[src/design/ppgafp_pkg.sv]
// Package for the optical frame packer: widths, frame constants, the job
// record passed from front to back, and the back-end state type.
// No dependencies.
package ppgafp_pkg;

	localparam int SUM_W     = 24;
	localparam int SAMPLE_W  = 18;
	localparam int TALLY_W   = 5;
	localparam int AVG_W     = 16;
	localparam int AVG_SHIFT = 2;
	localparam int BYTE_W    = 8;
	localparam int WORD_W    = 16;
	localparam int MAX_BATCH = 31;
	localparam int FRAME_LEN = 21;
	localparam int IDX_W     = 5;
	localparam int DIV_CNT_W = 5;

	localparam logic [TALLY_W-1:0]   MAX_TALLY = TALLY_W'(MAX_BATCH);
	localparam logic [IDX_W-1:0]     LAST_IDX  = IDX_W'(FRAME_LEN - 1);
	localparam logic [DIV_CNT_W-1:0] DIV_LAST  = DIV_CNT_W'(SUM_W - 1);

	localparam logic [BYTE_W-1:0] SYNC_A     = 8'hAA;
	localparam logic [BYTE_W-1:0] SYNC_B     = 8'hBB;
	localparam logic [BYTE_W-1:0] TRAILER    = 8'hCC;
	localparam logic [BYTE_W-1:0] HR_TEMP_HI = 8'h00;
	localparam logic [BYTE_W-1:0] HR_TEMP_LO = 8'hFF;

	localparam logic REQ_SAMPLE = 1'b0;
	localparam logic REQ_FRAME  = 1'b1;

	typedef struct packed {
		logic                spo2;
		logic [TALLY_W-1:0]  tally;
		logic [SUM_W-1:0]    red_sum;
		logic [SUM_W-1:0]    ir_sum;
		logic [WORD_W-1:0]   adc_a;
		logic [WORD_W-1:0]   adc_b;
		logic [WORD_W-1:0]   adc_c;
		logic [WORD_W-1:0]   adc_d;
		logic [BYTE_W-1:0]   acc_x;
		logic [BYTE_W-1:0]   acc_y;
		logic [BYTE_W-1:0]   acc_z;
		logic [BYTE_W-1:0]   temp_int;
		logic [BYTE_W-1:0]   temp_frac;
	} job_t;

	typedef enum logic [1:0] {
		BK_IDLE,
		BK_DIV,
		BK_EMIT
	} back_state_t;

endpackage

[src/design/ppg_average_frame_packer_core.sv]
// Optical frame packer, top level. A sample request gives no result; a frame request
// becomes a job in the job queue. In SpO2 mode with samples its sums first go through
// a bit-serial divide; the frame bytes then leave through the result buffer, one byte
// a cycle while pop keeps up. Samples are taken one a cycle while the job queue has
// room; the back end starts a frame only after the last one ends. Reset (arst_n low)
// clears the sums, count, held averages, mode and both queues at once; no clearing pass.
module ppg_average_frame_packer_core import ppgafp_pkg::*; (
	input  logic              clk,
	input  logic              arst_n,
	// request side
	input  logic              push,
	output logic              full,
	input  logic              req_type,
	input  logic [23:0]       red_sample,
	input  logic [23:0]       ir_sample,
	input  logic [WORD_W-1:0] adc_word_a,
	input  logic [WORD_W-1:0] adc_word_b,
	input  logic [WORD_W-1:0] adc_word_c,
	input  logic [WORD_W-1:0] adc_word_d,
	input  logic [BYTE_W-1:0] acc_x_high,
	input  logic [BYTE_W-1:0] acc_y_high,
	input  logic [BYTE_W-1:0] acc_z_high,
	input  logic [BYTE_W-1:0] temp_int,
	input  logic [BYTE_W-1:0] temp_frac,
	// result side
	output logic              empty,
	input  logic              pop,
	output logic [BYTE_W-1:0] frame_byte,
	output logic              frame_last,
	// mode register
	input  logic              cfg_wr_en,
	input  logic              cfg_wr_data
);

	// Front to queue: a frame request becomes one job holding a snapshot of
	// the sums, the count, the mode and the frame fields.
	logic job_push;
	job_t job_in;
	// Queue to back end.
	logic q_full;
	logic q_valid;
	logic q_pop;
	job_t q_job;

	// Hold requests only when the job queue has no room; samples and frame
	// requests share the one full flag so it never depends on the payload.
	assign full = q_full;

	ppgafp_front u_front (
		.clk         (clk),
		.arst_n      (arst_n),
		.push        (push),
		.q_full      (q_full),
		.req_type    (req_type),
		.red_sample  (red_sample),
		.ir_sample   (ir_sample),
		.adc_word_a  (adc_word_a),
		.adc_word_b  (adc_word_b),
		.adc_word_c  (adc_word_c),
		.adc_word_d  (adc_word_d),
		.acc_x_high  (acc_x_high),
		.acc_y_high  (acc_y_high),
		.acc_z_high  (acc_z_high),
		.temp_int    (temp_int),
		.temp_frac   (temp_frac),
		.cfg_wr_en   (cfg_wr_en),
		.cfg_wr_data (cfg_wr_data),
		.job_push    (job_push),
		.job         (job_in)
	);

	// Two jobs of slack let the front keep accumulating the next batch while
	// the back end is still sending a frame.
	ppgafp_jobq u_jobq (
		.clk    (clk),
		.arst_n (arst_n),
		.wr     (job_push),
		.wr_job (job_in),
		.full   (q_full),
		.valid  (q_valid),
		.rd_job (q_job),
		.rd     (q_pop)
	);

	// Back end: divide if needed, update the held averages, then stream the
	// frame with its running checksum into the result buffer.
	ppgafp_back u_back (
		.clk        (clk),
		.arst_n     (arst_n),
		.job_valid  (q_valid),
		.job        (q_job),
		.job_pop    (q_pop),
		.empty      (empty),
		.pop        (pop),
		.frame_byte (frame_byte),
		.frame_last (frame_last)
	);

endmodule

[src/design/ppgafp_front.sv]
// Front end: takes requests, accumulates optical samples and snapshots a
// frame job on each frame request. Depends on ppgafp_pkg.
module ppgafp_front import ppgafp_pkg::*; (
	input  logic                clk,
	input  logic                arst_n,
	input  logic                push,
	input  logic                q_full,
	input  logic                req_type,
	input  logic [23:0]         red_sample,
	input  logic [23:0]         ir_sample,
	input  logic [WORD_W-1:0]   adc_word_a,
	input  logic [WORD_W-1:0]   adc_word_b,
	input  logic [WORD_W-1:0]   adc_word_c,
	input  logic [WORD_W-1:0]   adc_word_d,
	input  logic [BYTE_W-1:0]   acc_x_high,
	input  logic [BYTE_W-1:0]   acc_y_high,
	input  logic [BYTE_W-1:0]   acc_z_high,
	input  logic [BYTE_W-1:0]   temp_int,
	input  logic [BYTE_W-1:0]   temp_frac,
	input  logic                cfg_wr_en,
	input  logic                cfg_wr_data,
	output logic                job_push,
	output job_t                job
);

	logic               spo2_q;
	logic [SUM_W-1:0]   red_sum_q;
	logic [SUM_W-1:0]   ir_sum_q;
	logic [TALLY_W-1:0] tally_q;
	logic               accept;
	logic               take_sample;

	assign accept      = push && !q_full;
	assign take_sample = accept && (req_type == REQ_SAMPLE) && (tally_q < MAX_TALLY);
	assign job_push    = accept && (req_type == REQ_FRAME);

	always_comb begin
		job.spo2      = spo2_q;
		job.tally     = tally_q;
		job.red_sum   = red_sum_q;
		job.ir_sum    = ir_sum_q;
		job.adc_a     = adc_word_a;
		job.adc_b     = adc_word_b;
		job.adc_c     = adc_word_c;
		job.adc_d     = adc_word_d;
		job.acc_x     = acc_x_high;
		job.acc_y     = acc_y_high;
		job.acc_z     = acc_z_high;
		job.temp_int  = temp_int;
		job.temp_frac = temp_frac;
	end

	always_ff @(posedge clk or negedge arst_n) begin
		if (!arst_n) begin
			spo2_q    <= 1'b0;
			red_sum_q <= '0;
			ir_sum_q  <= '0;
			tally_q   <= '0;
		end else begin
			if (cfg_wr_en) begin
				spo2_q <= cfg_wr_data;
			end
			if (job_push) begin
				red_sum_q <= '0;
				ir_sum_q  <= '0;
				tally_q   <= '0;
			end else if (take_sample) begin
				red_sum_q <= red_sum_q + {{(SUM_W-SAMPLE_W){1'b0}}, red_sample[SAMPLE_W-1:0]};
				ir_sum_q  <= ir_sum_q + {{(SUM_W-SAMPLE_W){1'b0}}, ir_sample[SAMPLE_W-1:0]};
				tally_q   <= tally_q + TALLY_W'(1);
			end
		end
	end

endmodule

[src/design/ppgafp_jobq.sv]
// Two-entry queue of frame jobs between the front and back ends.
// Depends on ppgafp_pkg.
module ppgafp_jobq import ppgafp_pkg::*; (
	input  logic clk,
	input  logic arst_n,
	input  logic wr,
	input  job_t wr_job,
	output logic full,
	output logic valid,
	output job_t rd_job,
	input  logic rd
);

	job_t       slot_q [2];
	logic       wr_ptr_q;
	logic       rd_ptr_q;
	logic [1:0] cnt_q;

	assign full   = (cnt_q == 2'd2);
	assign valid  = (cnt_q != 2'd0);
	assign rd_job = slot_q[rd_ptr_q];

	always_ff @(posedge clk) begin
		if (wr && !full) begin
			slot_q[wr_ptr_q] <= wr_job;
		end
	end

	always_ff @(posedge clk or negedge arst_n) begin
		if (!arst_n) begin
			wr_ptr_q <= 1'b0;
			rd_ptr_q <= 1'b0;
			cnt_q    <= 2'd0;
		end else begin
			if (wr && !full) begin
				wr_ptr_q <= ~wr_ptr_q;
			end
			if (rd && valid) begin
				rd_ptr_q <= ~rd_ptr_q;
			end
			cnt_q <= cnt_q + {1'b0, (wr && !full)} - {1'b0, (rd && valid)};
		end
	end

endmodule

[src/design/ppgafp_div.sv]
// Restoring divider, one quotient bit per cycle: 24-bit sum by 5-bit count.
// Depends on ppgafp_pkg.
module ppgafp_div import ppgafp_pkg::*; (
	input  logic               clk,
	input  logic               arst_n,
	input  logic               start,
	input  logic [SUM_W-1:0]   dividend,
	input  logic [TALLY_W-1:0] divisor,
	output logic               busy,
	output logic               done,
	output logic [SUM_W-1:0]   quotient
);

	logic                 busy_q;
	logic                 done_q;
	logic [DIV_CNT_W-1:0] step_q;
	logic [TALLY_W-1:0]   rem_q;
	logic [SUM_W-1:0]     dvd_q;
	logic [TALLY_W-1:0]   dsr_q;
	logic [TALLY_W:0]     trial;
	logic [TALLY_W:0]     diff;
	logic                 fits;

	assign trial    = {rem_q, dvd_q[SUM_W-1]};
	assign fits     = (trial >= {1'b0, dsr_q});
	assign diff     = trial - {1'b0, dsr_q};
	assign busy     = busy_q;
	assign done     = done_q;
	assign quotient = dvd_q;

	always_ff @(posedge clk) begin
		if (start) begin
			dvd_q <= dividend;
			rem_q <= '0;
			dsr_q <= divisor;
		end else if (busy_q) begin
			rem_q <= fits ? diff[TALLY_W-1:0] : trial[TALLY_W-1:0];
			dvd_q <= {dvd_q[SUM_W-2:0], fits};
		end
	end

	always_ff @(posedge clk or negedge arst_n) begin
		if (!arst_n) begin
			busy_q <= 1'b0;
			done_q <= 1'b0;
			step_q <= '0;
		end else begin
			done_q <= 1'b0;
			if (start) begin
				busy_q <= 1'b1;
				step_q <= '0;
			end else if (busy_q) begin
				step_q <= step_q + DIV_CNT_W'(1);
				if (step_q == DIV_LAST) begin
					busy_q <= 1'b0;
					done_q <= 1'b1;
				end
			end
		end
	end

endmodule

[src/design/ppgafp_back.sv]
// Back end: takes a frame job, runs the SpO2 averaging divides if it has samples and sends the
// 21 frame bytes through a two-entry result buffer. Depends on ppgafp_pkg, ppgafp_div.
module ppgafp_back import ppgafp_pkg::*; (
	input  logic              clk,
	input  logic              arst_n,
	input  logic              job_valid,
	input  job_t              job,
	output logic              job_pop,
	output logic              empty,
	input  logic              pop,
	output logic [BYTE_W-1:0] frame_byte,
	output logic              frame_last
);

	back_state_t       state_q, state_d;
	job_t              job_q;
	logic [IDX_W-1:0]  idx_q;
	logic [BYTE_W-1:0] xor_q;
	logic [AVG_W-1:0]  held_red_q;
	logic [AVG_W-1:0]  held_ir_q;
	logic              div_start;
	logic              red_busy, ir_busy, red_done, ir_done;
	logic [SUM_W-1:0]  red_quot, ir_quot;
	logic [BYTE_W-1:0] emit_byte;
	logic              emit_last;

	logic [BYTE_W-1:0] ob_byte_q [2];
	logic              ob_last_q [2];
	logic              ob_wr_q, ob_rd_q;
	logic [1:0]        ob_cnt_q;
	logic              ob_full, ob_push, ob_pop;

	ppgafp_div u_div_red (
		.clk      (clk),
		.arst_n   (arst_n),
		.start    (div_start),
		.dividend (job.red_sum),
		.divisor  (job.tally),
		.busy     (red_busy),
		.done     (red_done),
		.quotient (red_quot)
	);

	ppgafp_div u_div_ir (
		.clk      (clk),
		.arst_n   (arst_n),
		.start    (div_start),
		.dividend (job.ir_sum),
		.divisor  (job.tally),
		.busy     (ir_busy),
		.done     (ir_done),
		.quotient (ir_quot)
	);

	// frame byte for the current position
	always_comb begin
		emit_last = (idx_q == LAST_IDX);
		unique case (idx_q)
			5'd0:  emit_byte = SYNC_A;
			5'd1:  emit_byte = SYNC_B;
			5'd2:  emit_byte = job_q.adc_a[15:8];
			5'd3:  emit_byte = job_q.adc_a[7:0];
			5'd4:  emit_byte = job_q.adc_b[15:8];
			5'd5:  emit_byte = job_q.adc_b[7:0];
			5'd6:  emit_byte = job_q.adc_c[15:8];
			5'd7:  emit_byte = job_q.adc_c[7:0];
			5'd8:  emit_byte = job_q.adc_d[15:8];
			5'd9:  emit_byte = job_q.adc_d[7:0];
			5'd10: emit_byte = job_q.acc_x;
			5'd11: emit_byte = job_q.acc_y;
			5'd12: emit_byte = job_q.acc_z;
			5'd13: emit_byte = job_q.spo2 ? held_red_q[15:8] : job_q.red_sum[23:16];
			5'd14: emit_byte = job_q.spo2 ? held_red_q[7:0]  : job_q.red_sum[15:8];
			5'd15: emit_byte = job_q.spo2 ? held_ir_q[15:8]  : job_q.red_sum[7:0];
			5'd16: emit_byte = job_q.spo2 ? held_ir_q[7:0]
						: {{(BYTE_W-TALLY_W){1'b0}}, job_q.tally};
			5'd17: emit_byte = job_q.spo2 ? job_q.temp_int  : HR_TEMP_HI;
			5'd18: emit_byte = job_q.spo2 ? job_q.temp_frac : HR_TEMP_LO;
			5'd19: emit_byte = xor_q;
			5'd20: emit_byte = TRAILER;
			default: emit_byte = '0;
		endcase
	end

	assign ob_full    = (ob_cnt_q == 2'd2);
	assign empty      = (ob_cnt_q == 2'd0);
	assign ob_push    = (state_q == BK_EMIT) && !ob_full;
	assign ob_pop     = pop && !empty;
	assign frame_byte = ob_byte_q[ob_rd_q];
	assign frame_last = ob_last_q[ob_rd_q];

	always_comb begin
		state_d   = state_q;
		job_pop   = 1'b0;
		div_start = 1'b0;
		unique case (state_q)
			BK_IDLE: begin
				if (job_valid) begin
					job_pop = 1'b1;
					if (job.spo2 && (job.tally != '0)) begin
						div_start = 1'b1;
						state_d   = BK_DIV;
					end else begin
						state_d = BK_EMIT;
					end
				end
			end
			BK_DIV: begin
				if (red_done) begin
					state_d = BK_EMIT;
				end
			end
			BK_EMIT: begin
				if (ob_push && emit_last) begin
					state_d = BK_IDLE;
				end
			end
			default: state_d = BK_IDLE;
		endcase
	end

	always_ff @(posedge clk) begin
		if (state_q == BK_IDLE && job_valid) begin
			job_q <= job;
		end
		if (ob_push) begin
			ob_byte_q[ob_wr_q] <= emit_byte;
			ob_last_q[ob_wr_q] <= emit_last;
		end
	end

	always_ff @(posedge clk or negedge arst_n) begin
		if (!arst_n) begin
			state_q    <= BK_IDLE;
			idx_q      <= '0;
			xor_q      <= '0;
			held_red_q <= '0;
			held_ir_q  <= '0;
			ob_wr_q    <= 1'b0;
			ob_rd_q    <= 1'b0;
			ob_cnt_q   <= 2'd0;
		end else begin
			state_q <= state_d;
			if (state_q == BK_IDLE) begin
				idx_q <= '0;
				xor_q <= '0;
			end else if (ob_push) begin
				idx_q <= idx_q + IDX_W'(1);
				if (idx_q >= 5'd2 && idx_q <= 5'd18) begin
					xor_q <= xor_q ^ emit_byte;
				end
			end
			if (red_done) begin
				held_red_q <= red_quot[AVG_SHIFT +: AVG_W];
				held_ir_q  <= ir_quot[AVG_SHIFT +: AVG_W];
			end
			if (ob_push) begin
				ob_wr_q <= ~ob_wr_q;
			end
			if (ob_pop) begin
				ob_rd_q <= ~ob_rd_q;
			end
			ob_cnt_q <= ob_cnt_q + {1'b0, ob_push} - {1'b0, ob_pop};
		end
	end

	a_ob_bound: assert property (@(posedge clk) disable iff (!arst_n)
		ob_cnt_q != 2'd3)
		else $error("result buffer count out of range");

	a_lanes_agree: assert property (@(posedge clk) disable iff (!arst_n)
		(red_busy == ir_busy) && (red_done == ir_done))
		else $error("divider lanes out of step");

	a_div_state: assert property (@(posedge clk) disable iff (!arst_n)
		(state_q == BK_DIV) |-> (red_busy || red_done))
		else $error("waiting on divider that is not running");

	a_last_ends: assert property (@(posedge clk) disable iff (!arst_n)
		(ob_push && emit_last) |=> (state_q == BK_IDLE))
		else $error("closing byte sent without ending the frame");

endmodule
[config.mk]
export PLATFORM = sky130hd
export DESIGN_NAME = ppg_average_frame_packer_core
export DESIGN_NICKNAME = d
export VERILOG_FILES = /design/src/design/ppgafp_pkg.sv /design/src/design/ppg_average_frame_packer_core.sv /design/src/design/ppgafp_front.sv /design/src/design/ppgafp_jobq.sv /design/src/design/ppgafp_div.sv /design/src/design/ppgafp_back.sv
export SDC_FILE = /design/constraint.sdc
export NUM_CORES = 1
export LEC_CHECK = 0
export ABC_AREA = 1
export BUFFER_PORTS_ARGS = -buffer_cell sky130_fd_sc_hd__buf_2
export CAP_MARGIN = 30
export CELL_PAD_IN_SITES_DETAIL_PLACEMENT = 0
export CELL_PAD_IN_SITES_GLOBAL_PLACEMENT = 1
export CORE_MARGIN = 5
export CORE_UTILIZATION = 45
export DETAILED_ROUTE_END_ITERATION = 8
export PLACE_DENSITY_LB_ADDON = 0.1
export SYNTH_ARGS = -nofsm -noshare
export SYNTH_HDL_FRONTEND = slang
export SYNTH_SLANG_ARGS = --single-unit
export TNS_END_PERCENT = 1
[constraint.sdc]
create_clock -name clk -period 11.7 [get_ports clk]
set_input_delay 1.17 -clock clk [delete_from_list [all_inputs] [get_ports clk]]
set_output_delay 1.17 -clock clk [all_outputs]
set_load 0.005 [all_outputs]
==> summary.txt <==
Clock network
  • Total CTS buffers: between 70 and 80
  • H-Tree Level Count: 3
  • Post-CTS Hold Fix Bufs: 0
  • CTS tree: built
  • Clock Latency Late Sink: a little over 0.6 ns
  • Clock Path Buffers: 3
  • Clk sinks: between 600 and 700
  • Resized cells post-CTS: 0
  • Root Driver: clkbuf_16
  • Post-CTS setup buffer count: 0
  • Clock slew at reported path FFs: approximately 0.060 ns

Final layout
  • Non-Filler Instances: roughly 3700
  • Util after Layout: 0.520
  • Antenna cells: 0
  • Share of cells above drive strength 1: 0.117
  • Syn-to-layout area delta: 14.5%
  • Fin nets: between 3000 and 4000

Global routing
  • Largest net degree at the start of global routing: 86
  • Gr usage total: 0.207
  • Initial antenna violation count: 0
  • Gr ovfl total: 0
  • Vias in the first global route: 18500
  • First-pass GRT wire length: approximately 110000 um

Critical path
  • Crit path kind: in -> reg
  • Arrival time at the worst endpoint: approximately 4 ns
  • CP max FO: 63
  • Startpoint Class: input port
  • Slowest Stage Delay on Critical Path: about 0.86 ns
  • CP max stage cell: nor2_4
  • Buf/Inv on CP: 3
  • Delay-heaviest family, CP: buffers and inverters
  • Cell-by-cell trace of the critical path: buf_2 > o21ai_1 > nor2_1 > inv_1 > nor2_4 > buf_4
  • Worst Setup End Kind: flip-flop
  • Worst EP required: about 12 ns

Route
  • WL per Instance: 19.0 um
  • DR vias: ~19000
  • Via/cell ratio: roughly 5.1
  • Remaining antenna violation count after routing: 0
  • DRC Markers: 0
  • TritonRoute pass-1 iters: 5
  • Initial detailed-routing violation count: 1314
  • Post-Route WL: 70500 um

Synth
  • Mux share of post-synthesis cell area: 0.00843
  • Leading area contributor after synthesis: edfxtp_1
  • Ys async rst share: 0.187
  • Syn Nets: approximately 2900
  • Gate Count Post-Synth: approximately 2600
  • Avg Cell Area, Syn: between 10 and 15 um^2
  • Yosys reg bits: 653
  • Count leader, synth: nand2_1
  • Main combinational cell family by area after synthesis: simple AND/OR/NAND/NOR gates
  • Synth Area in Simple Gates: 0.199
  • Synth top area share: 0.558
  • Top post-synthesis cells by count: nand2_1 (1012), edfxtp_1 (521), nor2_1 (203)
  • Post-synthesis sequential area ratio: 0.674
  • Distinct cells, synth: 47
  • Post-synthesis cell area: approximately 0.028 mm^2
  • Top_reg_cell synth: edfxtp_1
  • Synth area leaders: edfxtp_1 (56%), nand2_1 (14%), dfrtp_1 (11%)
  • Yosys warning total: 0
  • Adder-cell area share of the yosys netlist: 0.0287
  • Synth Area in XOR/XNOR: 0.00687
  • Number of flops mapped to enable cells by yosys: around 520
  • Synth Area in Compound Gates: 0.0470

Timing
  • Unrepaired setup endpoints after global routing: false
  • Part of the cycle the worst path needs: 0.324
  • Period minus WS final: 3.79 ns
  • Setup TNS Final: 0 ns
  • Final setup vio count: 0
  • Fin. Hold Viols: 0
  • Worst Tran Pin Value: between 1 and 1.5 ns
  • Final Max Tran Viols: 0
  • Clock skew: around 0.016 ns
  • Worst slew margin: 0.298
  • FMAX: roughly 260 MHz

Die
  • Ports: 170
  • Die area: 0.0674 mm^2
  • Core Area: 0.0617 mm^2
  • Die Wd: approximately 260 um
  • Rows: 91
  • Die H: about 260 um
  • Initial core utilization: 0.454

Min path
  • Tightest Hold Check Type: reg -> reg

Power and ir drop
  • PD cells: roughly 270 mW/mm^2
  • Maximum VDD drop: about 0.13 mV
  • Total chip power: between 8 and 9 mW
  • Leakage: 13.7 nW

Placed design
  • DP Cell Count: ~3600
  • IO Port Bufs: roughly 160
  • Final HPWL DP: between 40000 and 50000 um
  • GPL Wtd Cong: between 0.8 and 0.9

Outcome
  • Outcome: completed

Run
  • Number of max-cap violations: 0
sequential cells by signal, indices dropped and copies added, names as in the netlist, 8 cells and up:
| name | cells |
|---|---|
| u_back.held_ir_q | 16 |
| u_back.held_red_q | 16 |
| u_back.job_q | 134 |
| u_back.ob_byte_q | 16 |
| u_back.u_div_ir.quotient | 24 |
| u_back.u_div_red.quotient | 24 |
| u_back.xor_q | 8 |
| u_front.ir_sum_q | 24 |
| u_front.red_sum_q | 24 |
| u_jobq.slot_q | 316 |
cell type report:
cell class | count | area (um^2)
Multi-Input combinational cell | 1748 | 8170
Clock buffer | 89 | 1860
Timing Repair Buffer | 180 | 1020
Sequential cell | 653 | 18900
Inverter | 169 | 637
Clock inverter | 42 | 469
Fill cell | 5632 | 29600
Tap cell | 837 | 1050
where the power goes:
part | switching [mW] | internal [mW]
Clock | 0.945 | 1.29
Combinational | 1.81 | 0.723
Sequential | 0.358 | 3.45
Total | 3.12 | 5.47
kinds of logic after synthesis:
group	after synthesis
buffers and inverters	246
AND/OR/NAND/NOR	1403
multiplexers	21
AO/OA/AOI/OAI	240
adder cells (fa/ha/maj)	62
flip-flops	653
XOR/XNOR	22
layer usage:
metal	vias to the layer above	wire (um)	track usage
li1	9255	-	-
met1	9098	32800	0.308
met2	481	31900	0.318
met3	93	4360	0.0404
met4	0	1470	0.0496
met5	-	0	0
worst register-to-register path, stage by stage, from the launching register on:
cell and delay (ns):
dfrtp_4 0.64, inv_4 0.41, buf_4 0.61, or2_2 0.25, o21ai_0 0.10, nor2_1 0.24
nand3_4 0.36, nand2_1 0.48, buf_4 0.37
cell usage in the layout, fill, tap and decap left out, drive strengths merged, types with 2 or more instances in the layout:
cell type,netlist,routed
a21oi,88,88
a22o,4,4
a31oi,2,2
buf,32,180
bufinv,0,6
clkbuf,45,89
clkinv,1,27
clkinvlp,0,4
dfrtp,122,122
dfxtp,10,10
edfxtp,521,521
fa,4,4
ha,58,58
inv,168,174
mux2,21,21
nand2,1014,1014
nand3,125,125
nand3b,6,6
nand4,14,14
nor2,206,206
nor3,15,15
nor3b,3,3
nor4,3,3
o211ai,3,3
o21ai,108,108
o22ai,6,6
o31ai,24,24
or2,16,16
xnor2,13,13
xor2,9,9
stage by stage:
| stage | hold slack (ns) | worst slack (ns) | area, um^2 |
|---|---|---|---|
| global placement | 0.440 | 7.28 | 29700 |
| floorplan | 0.418 | 2.60 | 28000 |
| finish | 0.455 | 7.91 | 32100 |
| CTS | 0.458 | 7.82 | 32100 |
| detailed placement | 0.444 | 7.19 | 29700 |
| global route | 0.496 | 7.62 | 32100 |
path summary, 6_finish.rpt:
check | depth (start not counted) | endpoint | slack, ns | start
setup reg to reg | 8 | u_back.u_div_red.quotient[3] | 7.91 | u_jobq.rd_ptr_q
hold / removal | 2 | u_back.u_div_red.rem_q[4] | 0.46 | u_back.u_div_red.rem_q[4]
hold reg to reg | 2 | u_back.u_div_red.rem_q[4] | 0.46 | u_back.u_div_red.rem_q[4]
max in group asynchronous | 2 | u_front.ir_sum_q[9] | 9.87 | arst_n
min in group asynchronous | 1 | u_back.u_div_ir.step_q[3] | 0.65 | arst_n
setup / recovery | 6 | u_jobq.slot_q[1][6] | 7.91 | push
Note: power is estimated with default switching activity, not from simulation.
